===== config.mk =====
export PLATFORM = sky130hd
export DESIGN_NAME = flood_duplicate_filter_flat
export DESIGN_NICKNAME = d
export VERILOG_FILES = /design/src/hw/rtl/fdf_pkg.sv /design/src/hw/rtl/fdf_in_if.sv /design/src/hw/rtl/fdf_out_if.sv /design/src/hw/rtl/flood_duplicate_filter.sv /design/src/hw/rtl/fdf_front.sv /design/src/hw/rtl/fdf_queue.sv /design/src/hw/rtl/fdf_back.sv /design/src/flat_wrapper.sv
export SDC_FILE = /design/constraint.sdc
export NUM_CORES = 2
export LEC_CHECK = 0
export ABC_AREA = 1
export ABC_CLOCK_PERIOD_IN_PS = 7200
export BUFFER_PORTS_ARGS = -buffer_cell sky130_fd_sc_hd__buf_4
export CAP_MARGIN = 10
export CELL_PAD_IN_SITES_DETAIL_PLACEMENT = 1
export CELL_PAD_IN_SITES_GLOBAL_PLACEMENT = 2
export CORE_MARGIN = 1.5
export CORE_UTILIZATION = 46
export CTS_CLUSTER_SIZE = 24
export DETAILED_ROUTE_END_ITERATION = 8
export GPL_ROUTABILITY_DRIVEN = 0
export GPL_TIMING_DRIVEN = 0
export HOLD_SLACK_MARGIN = 0.06
export PLACE_DENSITY_LB_ADDON = 0.1
export SYNTH_ARGS = -nofsm -noshare
export SYNTH_HDL_FRONTEND = slang
export SYNTH_SLANG_ARGS = --single-unit
export TNS_END_PERCENT = 100

===== constraint.sdc =====
create_clock -name i_clk -period 7.2 [get_ports i_clk]
set_input_delay 1.08 -clock i_clk [delete_from_list [all_inputs] [get_ports i_clk]]
set_output_delay 1.08 -clock i_clk [all_outputs]
set_load 0.01 [all_outputs]

===== src/hw/rtl/fdf_pkg.sv =====
package fdf_pkg;

    localparam int DUP_ENTRIES = 16;
    localparam int IDX_W       = (DUP_ENTRIES > 1) ? $clog2(DUP_ENTRIES) : 1;
    localparam int LEAVES      = 1 << IDX_W;
    localparam int LEVELS      = IDX_W;
    localparam int SETTLE_W    = $clog2(LEVELS + 1);
    localparam int CNT_W       = $clog2(DUP_ENTRIES + 1);

    localparam int ADDR_W      = 8;
    localparam int SEQ_W       = 8;
    localparam int TTL_W       = 8;
    localparam int TIME_W      = 32;
    localparam int HOLD_W      = 16;
    localparam int VERDICT_W   = 3;
    localparam int OUT_CNT_W   = 5;

    localparam int CFG_IDX_W   = 1;
    localparam int CFG_DATA_W  = 16;
    localparam logic [CFG_IDX_W-1:0] CFG_OWN_ADDRESS = 1'd0;
    localparam logic [CFG_IDX_W-1:0] CFG_DUP_HOLD    = 1'd1;

    localparam logic [ADDR_W-1:0] OWN_ADDRESS_RST = 8'd1;
    localparam logic [HOLD_W-1:0] DUP_HOLD_RST    = 16'd30;
    localparam logic [ADDR_W-1:0] SENDER_UNKNOWN  = 8'd0;
    localparam logic [TTL_W-1:0]  TTL_ZERO        = 8'd0;
    localparam logic [TTL_W-1:0]  TTL_ONE         = 8'd1;

    localparam logic OP_MESSAGE = 1'b0;
    localparam logic OP_SWEEP   = 1'b1;

    localparam int QUEUE_DEPTH = 2;
    localparam int QPTR_W      = $clog2(QUEUE_DEPTH);
    localparam int QCNT_W      = $clog2(QUEUE_DEPTH + 1);

    typedef enum logic [VERDICT_W-1:0] {
        V_NEW      = 3'd0,
        V_DUP      = 3'd1,
        V_TTL_ZERO = 3'd2,
        V_OWN      = 3'd3,
        V_UNKNOWN  = 3'd4,
        V_SWEEP    = 3'd5
    } t_verdict;

    // classified request handed from front to back
    typedef struct packed {
        t_verdict          verdict;
        logic [ADDR_W-1:0] origin_id;
        logic [SEQ_W-1:0]  seq_number;
        logic [ADDR_W-1:0] sender_id;
        logic [TIME_W-1:0] now;
        logic              fwd_ok;
    } t_req;

endpackage


===== src/hw/rtl/fdf_in_if.sv =====
interface fdf_in_if import fdf_pkg::*; ();
    logic              valid;
    logic              ready;
    logic              operation;
    logic [ADDR_W-1:0] origin_id;
    logic [SEQ_W-1:0]  seq_number;
    logic [ADDR_W-1:0] sender_id;
    logic [TTL_W-1:0]  ttl;
    logic [TIME_W-1:0] now;
    logic              mpr_selector_present;

    modport source (
        output valid, operation, origin_id, seq_number, sender_id, ttl, now,
               mpr_selector_present,
        input  ready
    );
    modport sink (
        input  valid, operation, origin_id, seq_number, sender_id, ttl, now,
               mpr_selector_present,
        output ready
    );
endinterface


===== src/hw/rtl/fdf_out_if.sv =====
interface fdf_out_if import fdf_pkg::*; ();
    logic                 valid;
    logic                 ready;
    logic                 forward;
    logic                 first_seen;
    logic [VERDICT_W-1:0] verdict;
    logic [OUT_CNT_W-1:0] entries_in_use;

    modport source (
        output valid, forward, first_seen, verdict, entries_in_use,
        input  ready
    );
    modport sink (
        input  valid, forward, first_seen, verdict, entries_in_use,
        output ready
    );
endinterface


===== src/hw/rtl/flood_duplicate_filter.sv =====
// flooded-message duplicate filter
//
// i_msg carries one request per item: a message arrival (origin, sequence,
// sender, ttl, time, relay-selected flag) or an expiry sweep at a given time.
// o_res returns exactly one result per request, in order: forward flag,
// first-seen flag, verdict and the number of table entries in use afterwards.
// own address and hold time are written through i_cfg_we / i_cfg_idx /
// i_cfg_data; the user must do so while the block is idle, it is not enforced.
//
// a request enters a two-deep queue, then the table engine moves from idle to
// lookup and, for a dropped message, straight to emit; a sweep passes through
// the sweep state and a table message through the update state before emit.
// when a full table must replace its oldest entry before the registered
// expiry compare tree has settled after the previous write, the engine waits.
// reset empties the table and loads own address 1, hold time 30.
// a stalled receiver holds the result in the output register; the queue keeps
// taking requests until it fills, then i_msg.ready drops.
module flood_duplicate_filter import fdf_pkg::*; (
    input  logic                  i_clk,
    input  logic                  i_rst_n,
    fdf_in_if.sink                i_msg,
    fdf_out_if.source             o_res,
    input  logic                  i_cfg_we,
    input  logic [CFG_IDX_W-1:0]  i_cfg_idx,
    input  logic [CFG_DATA_W-1:0] i_cfg_data
);

    logic [ADDR_W-1:0] r_own_address;
    logic [HOLD_W-1:0] r_dup_hold;

    logic q_push;
    logic q_full;
    logic q_pop;
    logic q_valid;
    t_req q_in;
    t_req q_out;

    always_ff @(posedge i_clk) begin
        if (!i_rst_n) begin
            r_own_address <= OWN_ADDRESS_RST;
            r_dup_hold    <= DUP_HOLD_RST;
        end else if (i_cfg_we) begin
            unique case (i_cfg_idx)
                CFG_OWN_ADDRESS: r_own_address <= i_cfg_data[ADDR_W-1:0];
                CFG_DUP_HOLD:    r_dup_hold    <= i_cfg_data[HOLD_W-1:0];
                default: ;
            endcase
        end
    end

    fdf_front u_front (
        .i_msg         (i_msg),
        .i_own_address (r_own_address),
        .i_full        (q_full),
        .o_push        (q_push),
        .o_req         (q_in)
    );

    fdf_queue u_queue (
        .i_clk   (i_clk),
        .i_rst_n (i_rst_n),
        .i_push  (q_push),
        .i_req   (q_in),
        .o_full  (q_full),
        .i_pop   (q_pop),
        .o_valid (q_valid),
        .o_req   (q_out)
    );

    fdf_back u_back (
        .i_clk     (i_clk),
        .i_rst_n   (i_rst_n),
        .i_hold    (r_dup_hold),
        .i_q_valid (q_valid),
        .i_q_req   (q_out),
        .o_q_pop   (q_pop),
        .o_res     (o_res)
    );

endmodule


===== src/hw/rtl/fdf_front.sv =====
module fdf_front import fdf_pkg::*; (
    fdf_in_if.sink            i_msg,
    input  logic [ADDR_W-1:0] i_own_address,
    input  logic              i_full,
    output logic              o_push,
    output t_req              o_req
);

    assign i_msg.ready = !i_full;
    assign o_push      = i_msg.valid && !i_full;

    // drop checks in priority order, sweep bypasses them
    always_comb begin
        o_req.origin_id  = i_msg.origin_id;
        o_req.seq_number = i_msg.seq_number;
        o_req.sender_id  = i_msg.sender_id;
        o_req.now        = i_msg.now;
        o_req.fwd_ok     = (i_msg.ttl > TTL_ONE) && i_msg.mpr_selector_present;
        priority if (i_msg.operation == OP_SWEEP) begin
            o_req.verdict = V_SWEEP;
        end else if (i_msg.ttl == TTL_ZERO) begin
            o_req.verdict = V_TTL_ZERO;
        end else if (i_msg.origin_id == i_own_address) begin
            o_req.verdict = V_OWN;
        end else if (i_msg.sender_id == SENDER_UNKNOWN) begin
            o_req.verdict = V_UNKNOWN;
        end else begin
            o_req.verdict = V_NEW;
        end
    end

endmodule


===== src/hw/rtl/fdf_queue.sv =====
module fdf_queue import fdf_pkg::*; (
    input  logic i_clk,
    input  logic i_rst_n,
    input  logic i_push,
    input  t_req i_req,
    output logic o_full,
    input  logic i_pop,
    output logic o_valid,
    output t_req o_req
);

    t_req              r_mem [QUEUE_DEPTH];
    logic [QPTR_W-1:0] r_wr_ptr;
    logic [QPTR_W-1:0] r_rd_ptr;
    logic [QCNT_W-1:0] r_cnt;

    assign o_full  = (r_cnt == QCNT_W'(QUEUE_DEPTH));
    assign o_valid = (r_cnt != '0);
    assign o_req   = r_mem[r_rd_ptr];

    always_ff @(posedge i_clk) begin
        if (!i_rst_n) begin
            r_wr_ptr <= '0;
            r_rd_ptr <= '0;
            r_cnt    <= '0;
        end else begin
            if (i_push) begin
                r_wr_ptr <= (r_wr_ptr == QPTR_W'(QUEUE_DEPTH - 1)) ? '0 : r_wr_ptr + 1'b1;
            end
            if (i_pop) begin
                r_rd_ptr <= (r_rd_ptr == QPTR_W'(QUEUE_DEPTH - 1)) ? '0 : r_rd_ptr + 1'b1;
            end
            r_cnt <= r_cnt + QCNT_W'(i_push) - QCNT_W'(i_pop);
        end
    end

    always_ff @(posedge i_clk) begin
        if (i_push) begin
            r_mem[r_wr_ptr] <= i_req;
        end
    end

    a_no_overflow: assert property (@(posedge i_clk) disable iff (!i_rst_n)
        !(i_push && o_full))
        else $error("request pushed into full queue");

    a_no_underflow: assert property (@(posedge i_clk) disable iff (!i_rst_n)
        !(i_pop && !o_valid))
        else $error("request popped from empty queue");

    a_cnt_range: assert property (@(posedge i_clk) disable iff (!i_rst_n)
        r_cnt <= QCNT_W'(QUEUE_DEPTH))
        else $error("queue fill count out of range");

endmodule


===== src/hw/rtl/fdf_back.sv =====
module fdf_back import fdf_pkg::*; (
    input  logic              i_clk,
    input  logic              i_rst_n,
    input  logic [HOLD_W-1:0] i_hold,
    input  logic              i_q_valid,
    input  t_req              i_q_req,
    output logic              o_q_pop,
    fdf_out_if.source         o_res
);

    typedef enum logic [4:0] {
        S_IDLE  = 5'b00001,
        S_LOOK  = 5'b00010,
        S_SWEEP = 5'b00100,
        S_UPD   = 5'b01000,
        S_EMIT  = 5'b10000
    } t_state;

    typedef struct packed {
        logic              ok;
        logic [TIME_W-1:0] expiry;
        logic [IDX_W-1:0]  idx;
    } t_node;

    function automatic t_node f_pick(t_node a, t_node b);
        t_node r;
        r = a;
        if (b.ok && (!a.ok || b.expiry < a.expiry)) begin
            r = b;
        end
        return r;
    endfunction

    t_state r_state;
    t_state n_state;

    logic [DUP_ENTRIES-1:0] r_valid;
    logic [ADDR_W-1:0]      r_origin [DUP_ENTRIES];
    logic [SEQ_W-1:0]       r_seq    [DUP_ENTRIES];
    logic [ADDR_W-1:0]      r_sender [DUP_ENTRIES];
    logic                   r_retx   [DUP_ENTRIES];
    logic [TIME_W-1:0]      r_expiry [DUP_ENTRIES];
    logic [CNT_W-1:0]       r_count;
    logic [SETTLE_W-1:0]    r_settle;

    t_req                   r_req;
    logic                   r_found;
    logic [IDX_W-1:0]       r_hit_idx;
    logic                   r_cand;
    logic                   r_free_any;
    logic [IDX_W-1:0]       r_free_idx;
    logic [DUP_ENTRIES-1:0] r_mask;
    logic                   r_fwd;
    t_verdict               r_verdict;

    logic                   r_out_valid;
    logic                   r_out_fwd;
    logic                   r_out_first;
    t_verdict               r_out_verdict;
    logic [OUT_CNT_W-1:0]   r_out_count;

    logic                   w_hit;
    logic [IDX_W-1:0]       w_hit_idx;
    logic                   w_hit_cand;
    logic                   w_free_any;
    logic [IDX_W-1:0]       w_free_idx;
    logic [DUP_ENTRIES-1:0] w_mask;
    logic                   w_wait;
    logic                   w_write;
    logic [IDX_W-1:0]       w_slot;
    logic                   w_out_load;

    t_node w_leaf [LEAVES];
    t_node r_tree [LEVELS][LEAVES/2];

    // oldest-entry search: registered compare tree over the expiry times
    genvar g, l, k;
    for (g = 0; g < LEAVES; g++) begin : g_leaf
        if (g < DUP_ENTRIES) begin : g_real
            assign w_leaf[g] = '{ok: 1'b1, expiry: r_expiry[g], idx: IDX_W'(g)};
        end else begin : g_pad
            assign w_leaf[g] = '{ok: 1'b0, expiry: '0, idx: IDX_W'(g)};
        end
    end

    for (l = 0; l < LEVELS; l++) begin : g_lvl
        for (k = 0; k < (LEAVES >> (l + 1)); k++) begin : g_node
            if (l == 0) begin : g_first
                always_ff @(posedge i_clk) begin
                    r_tree[0][k] <= f_pick(w_leaf[2*k], w_leaf[2*k+1]);
                end
            end else begin : g_upper
                always_ff @(posedge i_clk) begin
                    r_tree[l][k] <= f_pick(r_tree[l-1][2*k], r_tree[l-1][2*k+1]);
                end
            end
        end
    end

    // match, first free slot and expired mask, lowest index wins
    always_comb begin
        w_hit      = 1'b0;
        w_hit_idx  = '0;
        w_hit_cand = 1'b0;
        w_free_any = 1'b0;
        w_free_idx = '0;
        for (int i = DUP_ENTRIES - 1; i >= 0; i--) begin
            if (r_valid[i] && r_origin[i] == r_req.origin_id &&
                r_seq[i] == r_req.seq_number) begin
                w_hit      = 1'b1;
                w_hit_idx  = IDX_W'(i);
                w_hit_cand = !r_retx[i] && (r_sender[i] != r_req.sender_id);
            end
            if (!r_valid[i]) begin
                w_free_any = 1'b1;
                w_free_idx = IDX_W'(i);
            end
            w_mask[i] = r_valid[i] && (r_expiry[i] < r_req.now);
        end
    end

    // replacement waits until the tree reflects the last table write
    assign w_wait  = r_cand && !r_found && !r_free_any && (r_settle != '0);
    assign w_write = (r_state == S_UPD) && r_cand && !w_wait;

    always_comb begin
        priority if (r_found) begin
            w_slot = r_hit_idx;
        end else if (r_free_any) begin
            w_slot = r_free_idx;
        end else begin
            w_slot = r_tree[LEVELS-1][0].idx;
        end
    end

    assign w_out_load = (r_state == S_EMIT) && (!r_out_valid || o_res.ready);
    assign o_q_pop    = (r_state == S_IDLE) && i_q_valid;

    always_comb begin
        n_state = r_state;
        unique case (r_state)
            S_IDLE: begin
                if (i_q_valid) begin
                    n_state = S_LOOK;
                end
            end
            S_LOOK: begin
                priority if (r_req.verdict == V_SWEEP) begin
                    n_state = S_SWEEP;
                end else if (r_req.verdict == V_NEW) begin
                    n_state = S_UPD;
                end else begin
                    n_state = S_EMIT;
                end
            end
            S_SWEEP: n_state = S_EMIT;
            S_UPD: begin
                if (!w_wait) begin
                    n_state = S_EMIT;
                end
            end
            S_EMIT: begin
                if (w_out_load) begin
                    n_state = S_IDLE;
                end
            end
            default: n_state = S_IDLE;
        endcase
    end

    always_ff @(posedge i_clk) begin
        if (!i_rst_n) begin
            r_state     <= S_IDLE;
            r_valid     <= '0;
            r_count     <= '0;
            r_settle    <= SETTLE_W'(LEVELS);
            r_out_valid <= 1'b0;
        end else begin
            r_state <= n_state;
            if (r_state == S_SWEEP) begin
                r_valid <= r_valid & ~r_mask;
                r_count <= r_count - CNT_W'($countones(r_mask));
            end else if (w_write && !r_valid[w_slot]) begin
                r_valid[w_slot] <= 1'b1;
                r_count         <= r_count + 1'b1;
            end
            if (w_write) begin
                r_settle <= SETTLE_W'(LEVELS);
            end else if (r_settle != '0) begin
                r_settle <= r_settle - 1'b1;
            end
            if (w_out_load) begin
                r_out_valid <= 1'b1;
            end else if (o_res.ready) begin
                r_out_valid <= 1'b0;
            end
        end
    end

    always_ff @(posedge i_clk) begin
        if (o_q_pop) begin
            r_req <= i_q_req;
        end
        if (r_state == S_LOOK) begin
            r_found    <= w_hit;
            r_hit_idx  <= w_hit_idx;
            r_cand     <= w_hit ? w_hit_cand : 1'b1;
            r_free_any <= w_free_any;
            r_free_idx <= w_free_idx;
            r_mask     <= w_mask;
            if (r_req.verdict == V_NEW) begin
                r_verdict <= w_hit ? V_DUP : V_NEW;
                r_fwd     <= (w_hit ? w_hit_cand : 1'b1) && r_req.fwd_ok;
            end else begin
                r_verdict <= r_req.verdict;
                r_fwd     <= 1'b0;
            end
        end
        if (w_write) begin
            r_expiry[w_slot] <= r_req.now + TIME_W'(i_hold);
            r_retx[w_slot]   <= r_fwd;
            r_sender[w_slot] <= r_req.sender_id;
            if (!r_found) begin
                r_origin[w_slot] <= r_req.origin_id;
                r_seq[w_slot]    <= r_req.seq_number;
            end
        end
        if (w_out_load) begin
            r_out_fwd     <= r_fwd;
            r_out_first   <= (r_verdict == V_NEW);
            r_out_verdict <= r_verdict;
            r_out_count   <= OUT_CNT_W'(r_count);
        end
    end

    assign o_res.valid          = r_out_valid;
    assign o_res.forward        = r_out_fwd;
    assign o_res.first_seen     = r_out_first;
    assign o_res.verdict        = r_out_verdict;
    assign o_res.entries_in_use = r_out_count;

    a_count_matches: assert property (@(posedge i_clk) disable iff (!i_rst_n)
        r_count == CNT_W'($countones(r_valid)))
        else $error("entry count differs from valid bits");

    a_write_valid: assert property (@(posedge i_clk) disable iff (!i_rst_n)
        w_write |=> r_valid[$past(w_slot)])
        else $error("written entry not marked valid");

    a_result_from_emit: assert property (@(posedge i_clk) disable iff (!i_rst_n)
        $rose(r_out_valid) |-> $past(r_state == S_EMIT))
        else $error("result loaded outside emit state");

endmodule


===== src/flat_wrapper.sv =====
// flat-port wrapper written by rule: the top's interface ports become plain ports
module flood_duplicate_filter_flat import fdf_pkg::*;
  (i_clk, i_rst_n, i_cfg_we, i_cfg_idx, i_cfg_data, i_msg_valid, i_msg_operation, i_msg_origin_id, i_msg_seq_number, i_msg_sender_id, i_msg_ttl, i_msg_now, i_msg_mpr_selector_present, i_msg_ready, o_res_valid, o_res_forward, o_res_first_seen, o_res_verdict, o_res_entries_in_use, o_res_ready);
  fdf_in_if i_msg_i ();
  fdf_out_if o_res_i ();
  input  logic i_clk;
  input  logic i_rst_n;
  input  logic i_cfg_we;
  input  logic [CFG_IDX_W-1:0] i_cfg_idx;
  input  logic [CFG_DATA_W-1:0] i_cfg_data;
  input wire logic [$bits(i_msg_i.valid)-1:0] i_msg_valid;
  input wire logic [$bits(i_msg_i.operation)-1:0] i_msg_operation;
  input wire logic [$bits(i_msg_i.origin_id)-1:0] i_msg_origin_id;
  input wire logic [$bits(i_msg_i.seq_number)-1:0] i_msg_seq_number;
  input wire logic [$bits(i_msg_i.sender_id)-1:0] i_msg_sender_id;
  input wire logic [$bits(i_msg_i.ttl)-1:0] i_msg_ttl;
  input wire logic [$bits(i_msg_i.now)-1:0] i_msg_now;
  input wire logic [$bits(i_msg_i.mpr_selector_present)-1:0] i_msg_mpr_selector_present;
  output wire logic [$bits(i_msg_i.ready)-1:0] i_msg_ready;
  output wire logic [$bits(o_res_i.valid)-1:0] o_res_valid;
  output wire logic [$bits(o_res_i.forward)-1:0] o_res_forward;
  output wire logic [$bits(o_res_i.first_seen)-1:0] o_res_first_seen;
  output wire logic [$bits(o_res_i.verdict)-1:0] o_res_verdict;
  output wire logic [$bits(o_res_i.entries_in_use)-1:0] o_res_entries_in_use;
  input wire logic [$bits(o_res_i.ready)-1:0] o_res_ready;
  assign i_msg_i.valid = i_msg_valid;
  assign i_msg_i.operation = i_msg_operation;
  assign i_msg_i.origin_id = i_msg_origin_id;
  assign i_msg_i.seq_number = i_msg_seq_number;
  assign i_msg_i.sender_id = i_msg_sender_id;
  assign i_msg_i.ttl = i_msg_ttl;
  assign i_msg_i.now = i_msg_now;
  assign i_msg_i.mpr_selector_present = i_msg_mpr_selector_present;
  assign i_msg_ready = i_msg_i.ready;
  assign o_res_valid = o_res_i.valid;
  assign o_res_forward = o_res_i.forward;
  assign o_res_first_seen = o_res_i.first_seen;
  assign o_res_verdict = o_res_i.verdict;
  assign o_res_entries_in_use = o_res_i.entries_in_use;
  assign o_res_i.ready = o_res_ready;
  flood_duplicate_filter u_core (.i_clk(i_clk), .i_rst_n(i_rst_n), .i_msg(i_msg_i), .o_res(o_res_i), .i_cfg_we(i_cfg_we), .i_cfg_idx(i_cfg_idx), .i_cfg_data(i_cfg_data));
endmodule

## Yosys cells after proc, flatten, opt, wreduce, memory -nomap -nowiden

Memory sizes are Yosys's and may differ from the RTL's. A register that Yosys moved wholly into a read port is not among the register bits.
Cells that the tools add are included.

| storage, ports and cells | value |
|---|---|
| bits in registers | 99 |
| logic and storage cells | 407 |
| bits of input ports | 88 |
| memories kept | 7 |
| bits in writable memories | 2200 |

| operators by class | value |
|---|---|
| $add $sub $neg | 23 |
| equal/unequal tests | 59 |
| reduce and logical (&&, ||, !) cells | 139 |
| bitwise gates (word level) | 5 |
| order comparisons | 34 |
| muxes and demuxes | 112 |

Memories:

| memory | depth | width | read ports | clocked after Yosys merged registers in | write ports | RTL line | text |
|---|---|---|---|---|---|---|---|
| u_core.u_back.r_tree | 4 | 292 | 4 | 0 | 4 | fdf_back.sv:74 | `t_node r_tree [LEVELS][LEAVES/2];` |
| u_core.u_back.r_expiry | 16 | 32 | 16 | 0 | 1 | fdf_back.sv:42 | `logic [TIME_W-1:0] r_expiry [DUP_ENTRIES];` |
| u_core.u_back.r_origin | 16 | 8 | 16 | 0 | 1 | fdf_back.sv:38 | `logic [ADDR_W-1:0] r_origin [DUP_ENTRIES];` |
| u_core.u_back.r_sender | 16 | 8 | 16 | 0 | 1 | fdf_back.sv:40 | `logic [ADDR_W-1:0] r_sender [DUP_ENTRIES];` |
| u_core.u_back.r_seq | 16 | 8 | 16 | 0 | 1 | fdf_back.sv:39 | `logic [SEQ_W-1:0] r_seq [DUP_ENTRIES];` |
| u_core.u_queue.r_mem | 2 | 60 | 1 | 1 | 1 | fdf_queue.sv:12 | `t_req r_mem [QUEUE_DEPTH];` |
| 1 more memories | - | - | - | - | - | - |  |

Operator list:

| operator | number |
|---|---|
| < comparator 32 bit | 31 |
| 2-to-1 mux 36 bit | 8 |
| equality test 8 bit | 33 |
| 2-to-1 mux 37 bit | 7 |
| != test 8 bit | 16 |
| logical AND 1 bit | 81 |
| 2-to-1 mux 4 bit | 18 |
| 2-to-1 mux 1 bit | 50 |
| 2-to-1 mux 3 bit | 13 |
| 2-to-1 mux 5 bit | 7 |
| adder 32 x 16 -> 32 bit | 1 |
| 2-to-1 mux 16 bit | 2 |
| logical NOT 1 bit | 27 |
| case mux 5 bit (5 select lines) | 1 |
| adder 1 x 1 -> 2 bit | 8 |
| AND 16 bit | 1 |
| logical NOT 8 bit | 2 |
| inverter 16 bit | 1 |
| bitwise OR 16 bit | 1 |
| AND reduction 15 bit | 1 |
| adder 2 x 2 -> 3 bit | 4 |
| adder 3 x 3 -> 4 bit | 2 |
| > comparator 8 x 1 -> 1 bit, second input constant | 1 |
| logical OR 1 bit | 8 |
| 33 further kinds | 48 |

## Depth between registers and ports, before layout

An unclocked memory read counts as a cell.

| depth | value |
|---|---|
| depth in word-level cells | 22 |
| gate-level depth with buffers | 25 |
| mapped depth without buffers | 24 |

## Cells and area by module

Synthesis repeated with hierarchy kept, for this count alone.

| second synthesis, totals | value |
|---|---|
| cells, all modules | 7576 |
| area, all modules | 82188.8 sq um |

Modules (own cells, without submodules):

| module | area an instance (sq um) | cells an instance | instances | sequential area each (sq um) |
|---|---|---|---|---|
| fdf_back | 75706.4 | 7122 | 1 | 40508.9 |
| fdf_queue | 4860.9 | 220 | 1 | 3703.6 |
| flood_duplicate_filter | 938.4 | 120 | 1 | 480.5 |
| fdf_front | 683.2 | 114 | 1 | 0.0 |

## Least setup slack after synthesis

Ideal clock, no wire load.

| path | value |
|---|---|
| kind | input -> register |
| start point | input port o_res_ready |
| end point | register u_core.u_queue.r_cnt[1] |
| setup slack | 2034 ps |
| arrival time | 5096 ps |
| cell stages on the path | 10 |
| setup time | 70 ps |
| buffers on the path | 0 |
| data required time | 7130 ps |
| cells stage by stage | nor2_1 > a21oi_1 > nand2_1 > nor2_1 > ha_1 > inv_1 > ha_1 > xor2_1 > o21ai_0 > a21oi_1 |

RTL lines:

| item | RTL line | text |
|---|---|---|
| start: declaration | flat_wrapper.sv:25 | `input wire logic [$bits(o_res_i.ready)-1:0] o_res_ready;` |
| end signal: assignment | fdf_queue.sv:33 | `r_cnt <= r_cnt + QCNT_W'(i_push) - QCNT_W'(i_pop);` |
| end: declaration | fdf_queue.sv:15 | `logic [QCNT_W-1:0] r_cnt;` |

==> flow_metrics.py <==
metrics = {
    "placement": {
        "dp_hpwl_mm": 203,
        "dpl_cell_area_mm2": 0.0868,
        "io_buffer_count": 99,
    },
    "grt": {
        "grt_pass1_wl_mm": 392,
        "antenna_found_initial": 9,
        "grt_max_degree": 35,
        "first_global_vias": 61900,
        "gr-usage-all-layers_pct": 29.5,
        "grt_overflow": 0,
    },
    "logic_synthesis": {
        "yosys.area.top_type": "sky130_fd_sc_hd__edfxtp_1",
        "post_synth_instance_area_mm2": 0.0812,
        "muxShareOfSynthArea_pct": 0,
        "async_flop_share_pct": 0,
        "postSynth.topFlopCell": "sky130_fd_sc_hd__edfxtp_1",
        "post_synth_and_or_nand_nor_area_fraction_pct": 10.9,
        "postSynthNetCount": 8744,
        "sequential_share_of_the_synthesized_area_pct": 55.0,
        "instance_count_of_the_mapped_netlist": 7641,
        "post_synth_edffs": 1133,
        "post_synth_xor_area_fraction_pct": 2.27,
        "netlist.area_leader.share_pct": 41.9,
        "synth_compound_gate_area_share_pct": 10.9,
        "postSynthRegisterBits": 1665,
        "synthDistinctLibCells": 68,
        "ys_warn_count": 0,
        "synth.area.top_cells": "sky130_fd_sc_hd__edfxtp_1 (42%), sky130_fd_sc_hd__ha_1 (15%), sky130_fd_sc_hd__dfxtp_1 (13%)",
        "combinational_family_with_the_most_area_after_synthesis": "adder cells",
        "synth-adder-area-share_pct": 15.8,
        "syn-mean-instance-area_um2": 10.6,
    },
    "final_layout": {
        "antenna_cells": 0,
        "mostFrequentLayoutCells": "sky130_fd_sc_hd__nand2_1 (1402), sky130_fd_sc_hd__edfxtp_1 (1133), sky130_fd_sc_hd__ha_1 (996), sky130_fd_sc_hd__inv_1 (862), sky130_fd_sc_hd__o21ai_0 (668)",
        "synthToLayoutAreaGrowth_pct": 14.6,
        "final_non_filler_cell_area_mm2": 0.0931,
        "finish.net_count": 9117,
        "utilization_pct": 53.0,
        "drive_above_1_share_pct": 8.45,
        "commonest_non_fill_non_tap_cell_in_the_layout": "sky130_fd_sc_hd__nand2_1",
    },
    "die": {
        "dieHeight_um": 423,
        "dieWidth_um": 423,
        "io_pins": 100,
        "core_area_mm2": 0.176,
        "dieArea_mm2": 0.179,
        "fp_rows": 154,
        "start_util_pct": 46.2,
    },
    "sta": {
        "rsz0062_at_grt": "no",
        "final-setup-viol-count": 0,
        "tns_ps": 0,
        "final_max_slew_viol_count": 0,
        "final.min_clock_period_ps": 5470,
        "layout_worst_path_cycle_share_pct": 76.0,
        "max_slew.worst_pin.slew_ps": 1390,
        "timing.final.hold_violations": 0,
        "max-slew-margin-rel_pct": 7.28,
        "fmaxAchievable_ghz": 0.183,
        "worst_clock_skew_ps": 35.2,
    },
    "setup_path": {
        "worstSetupStartpointType": "flop",
        "worstPathRequired_ps": 7870,
        "timing.critical_path.fanout_max": 10,
        "critical_path_class": "reg2reg",
        "end_kind": "flop",
        "critical_path_arrival_ps": 6150,
    },
    "route": {
        "firstDrtPassIters": 5,
        "detail_route.wirelength_mm": 265,
        "number_of_design_rule_violations_left_after_detail_routing": 0,
        "drt_iter0_markers": 4498,
        "final_antenna_net_count": 0,
        "avgViaCountPerCell": 5.63,
        "post_drt_wl_per_cell_um": 25.2,
        "route.vias.total": 59300,
    },
    "power_and_ir_drop": {
        "switching_power_total_mw": 11.4,
        "share_seq_of_total_power_pct": 39.7,
        "vdd_ir_drop_max_mv": 0.297,
        "p_leak_nw": 39.1,
        "comb_power_share_pct": 29.4,
        "power_switching_share_pct": 36.1,
        "power.internal_mw": 20.2,
        "clkPwrFrac_pct": 30.8,
        "power.density_cell_area_mw_per_mm2": 340,
    },
    "clock_tree": {
        "clock_buffers_created_by_tritoncts": 184,
        "worst_skew_pair.late_latency_ps": 860,
        "root_buffer": "sky130_fd_sc_hd__clkbuf_16",
        "clkSinkCount": 1665,
        "cts.clk_slew.worst_paths_ps": 70,
        "tritoncts": "done",
        "cts_setup_buffers": 0,
        "post_cts_hold_buffer_count": 0,
        "htree_num_levels": 4,
        "clockBufferDepth": 3,
        "cts-resized-gates": 0,
    },
    "worst_hold_path": {
        "worst_hold_path_type": "in2reg",
    },
    "flow_run": {
        "drv_cap": 0,
    },
    "run_status": {
        "status": "complete, no violations",
    },
}
[synthesized netlist by cell type, types with 6 or more instances]
| cell | count |
|---|---|
| sky130_fd_sc_hd__clkinv_1 | 6 |
| sky130_fd_sc_hd__a21oi_1 | 508 |
| sky130_fd_sc_hd__nand3_1 | 88 |
| sky130_fd_sc_hd__a22o_1 | 8 |
| sky130_fd_sc_hd__xnor2_1 | 82 |
| sky130_fd_sc_hd__o21a_1 | 14 |
| sky130_fd_sc_hd__a21boi_0 | 15 |
| sky130_fd_sc_hd__buf_6 | 11 |
| sky130_fd_sc_hd__nor3_1 | 106 |
| sky130_fd_sc_hd__nand4_1 | 126 |
| sky130_fd_sc_hd__o2111ai_1 | 10 |
| sky130_fd_sc_hd__inv_1 | 863 |
| sky130_fd_sc_hd__o211ai_1 | 63 |
| sky130_fd_sc_hd__nand2_1 | 1402 |
| sky130_fd_sc_hd__o21ai_0 | 668 |
| sky130_fd_sc_hd__or2_2 | 32 |
| sky130_fd_sc_hd__o221ai_1 | 21 |
| sky130_fd_sc_hd__nor4_1 | 40 |
| sky130_fd_sc_hd__o22ai_1 | 47 |
| sky130_fd_sc_hd__a31oi_1 | 16 |
| sky130_fd_sc_hd__xor2_1 | 129 |
| sky130_fd_sc_hd__a221oi_1 | 44 |
| sky130_fd_sc_hd__fa_1 | 19 |
| sky130_fd_sc_hd__nor2_1 | 307 |
| sky130_fd_sc_hd__clkbuf_1 | 99 |
| sky130_fd_sc_hd__or4_1 | 6 |
| sky130_fd_sc_hd__ha_1 | 996 |
| sky130_fd_sc_hd__buf_2 | 48 |
| sky130_fd_sc_hd__inv_2 | 18 |
| sky130_fd_sc_hd__buf_4 | 13 |
| sky130_fd_sc_hd__a211oi_1 | 59 |
| sky130_fd_sc_hd__a2111oi_0 | 10 |
| sky130_fd_sc_hd__dfxtp_1 | 532 |
| sky130_fd_sc_hd__a21o_1 | 23 |
| sky130_fd_sc_hd__o31ai_1 | 14 |
| sky130_fd_sc_hd__o21ai_1 | 7 |
| sky130_fd_sc_hd__edfxtp_1 | 1133 |
[power groups by stage]
stage	sequential, mW	clock (mW)	combinational (mW)
2_1_floorplan	12.3	0	5.12
3_3_place_gp	12.9	0	8.29
3_5_place_dp	12.8	0	9.28
4_1_cts	12.6	9.91	9.37
5_1_grt	12.6	10.3	10.2
6_report	12.6	9.76	9.33
[per-stage QoR]
step	power, mW	hold WS (ps)	setup WS [ps]	std cells
after floorplan	17.4	396	2030	7641
final	31.7	401	1730	10500
after global placement	21.2	404	63.9	10100
after global routing	33.1	360	1340	10500
after CTS	31.9	334	1660	10500
after detailed placement	22.1	411	1680	10200
[final timing paths]
| check | start | to | cells after the start | slack [ps] |
|---|---|---|---|---|
| max reg2reg | u_core.u_back.r_count[4] | u_core.u_back.r_count[3] | 17 | 1730 |
| min | i_msg_now[18] | u_core.u_queue.r_mem[0][19] | 1 | 400 |
| min reg2reg | u_core.u_back.r_tree[1][145] | u_core.u_back.r_tree[2][219] | 2 | 420 |
| max | u_core.u_back.r_count[4] | u_core.u_back.r_count[3] | 17 | 1730 |
[registers in the layout (all words and copies together) (netlist names), 60 cells and up]
name and flops:
u_core.u_back.r_sender 128, u_core.u_back.r_origin 128, u_core.u_back.r_tree 474, u_core.u_back.r_expiry 512
u_core.u_back.r_req 60, u_core.u_back.r_seq 128, u_core.u_queue.r_mem 120
[cell families (layout without fill, tap and decap cells)]
family | Yosys count | after routing
buf+inv | 1064 | 1601
fa+ha+maj | 1015 | 1015
simple gates | 2125 | 2125
flops | 1665 | 1665
compound gates | 1561 | 1561
xor+xnor | 211 | 211
[final cells by class]
class                      instances  area [µm²]
multi-input combinational       4912       32900
timing repair buffer             187        2140
clock buffer                     265        5330
buffer                           174         856
clock inverter                    85         955
sequential                      1665       44700
fill                           18900       82600
inverter                         890        3350
tap                             2340        2930
[metal layers]
layer	GRT usage (%)	vias to the layer above	wire, µm
met5	0	-	0
met4	7.87	0	6340
met3	3.84	346	14300
met2	46.9	1460	120000
met1	42.3	29900	125000
li1	-	27600	-
[worst max-delay path: stages, from the launching register on]
cell	delay, ps
sky130_fd_sc_hd__dfxtp_1	580
sky130_fd_sc_hd__clkbuf_1	410
sky130_fd_sc_hd__inv_1	270
sky130_fd_sc_hd__fa_1	680
sky130_fd_sc_hd__inv_1	60
sky130_fd_sc_hd__ha_1	170
sky130_fd_sc_hd__or2_2	290
sky130_fd_sc_hd__fa_1	530
sky130_fd_sc_hd__inv_1	50
sky130_fd_sc_hd__fa_1	470
sky130_fd_sc_hd__fa_1	580
sky130_fd_sc_hd__inv_1	50
sky130_fd_sc_hd__ha_1	300
sky130_fd_sc_hd__a21oi_1	80
sky130_fd_sc_hd__o21ai_0	270
sky130_fd_sc_hd__xor2_1	120
sky130_fd_sc_hd__a211oi_1	310
sky130_fd_sc_hd__a211oi_1	80
(Power assumes the default switching activity.)
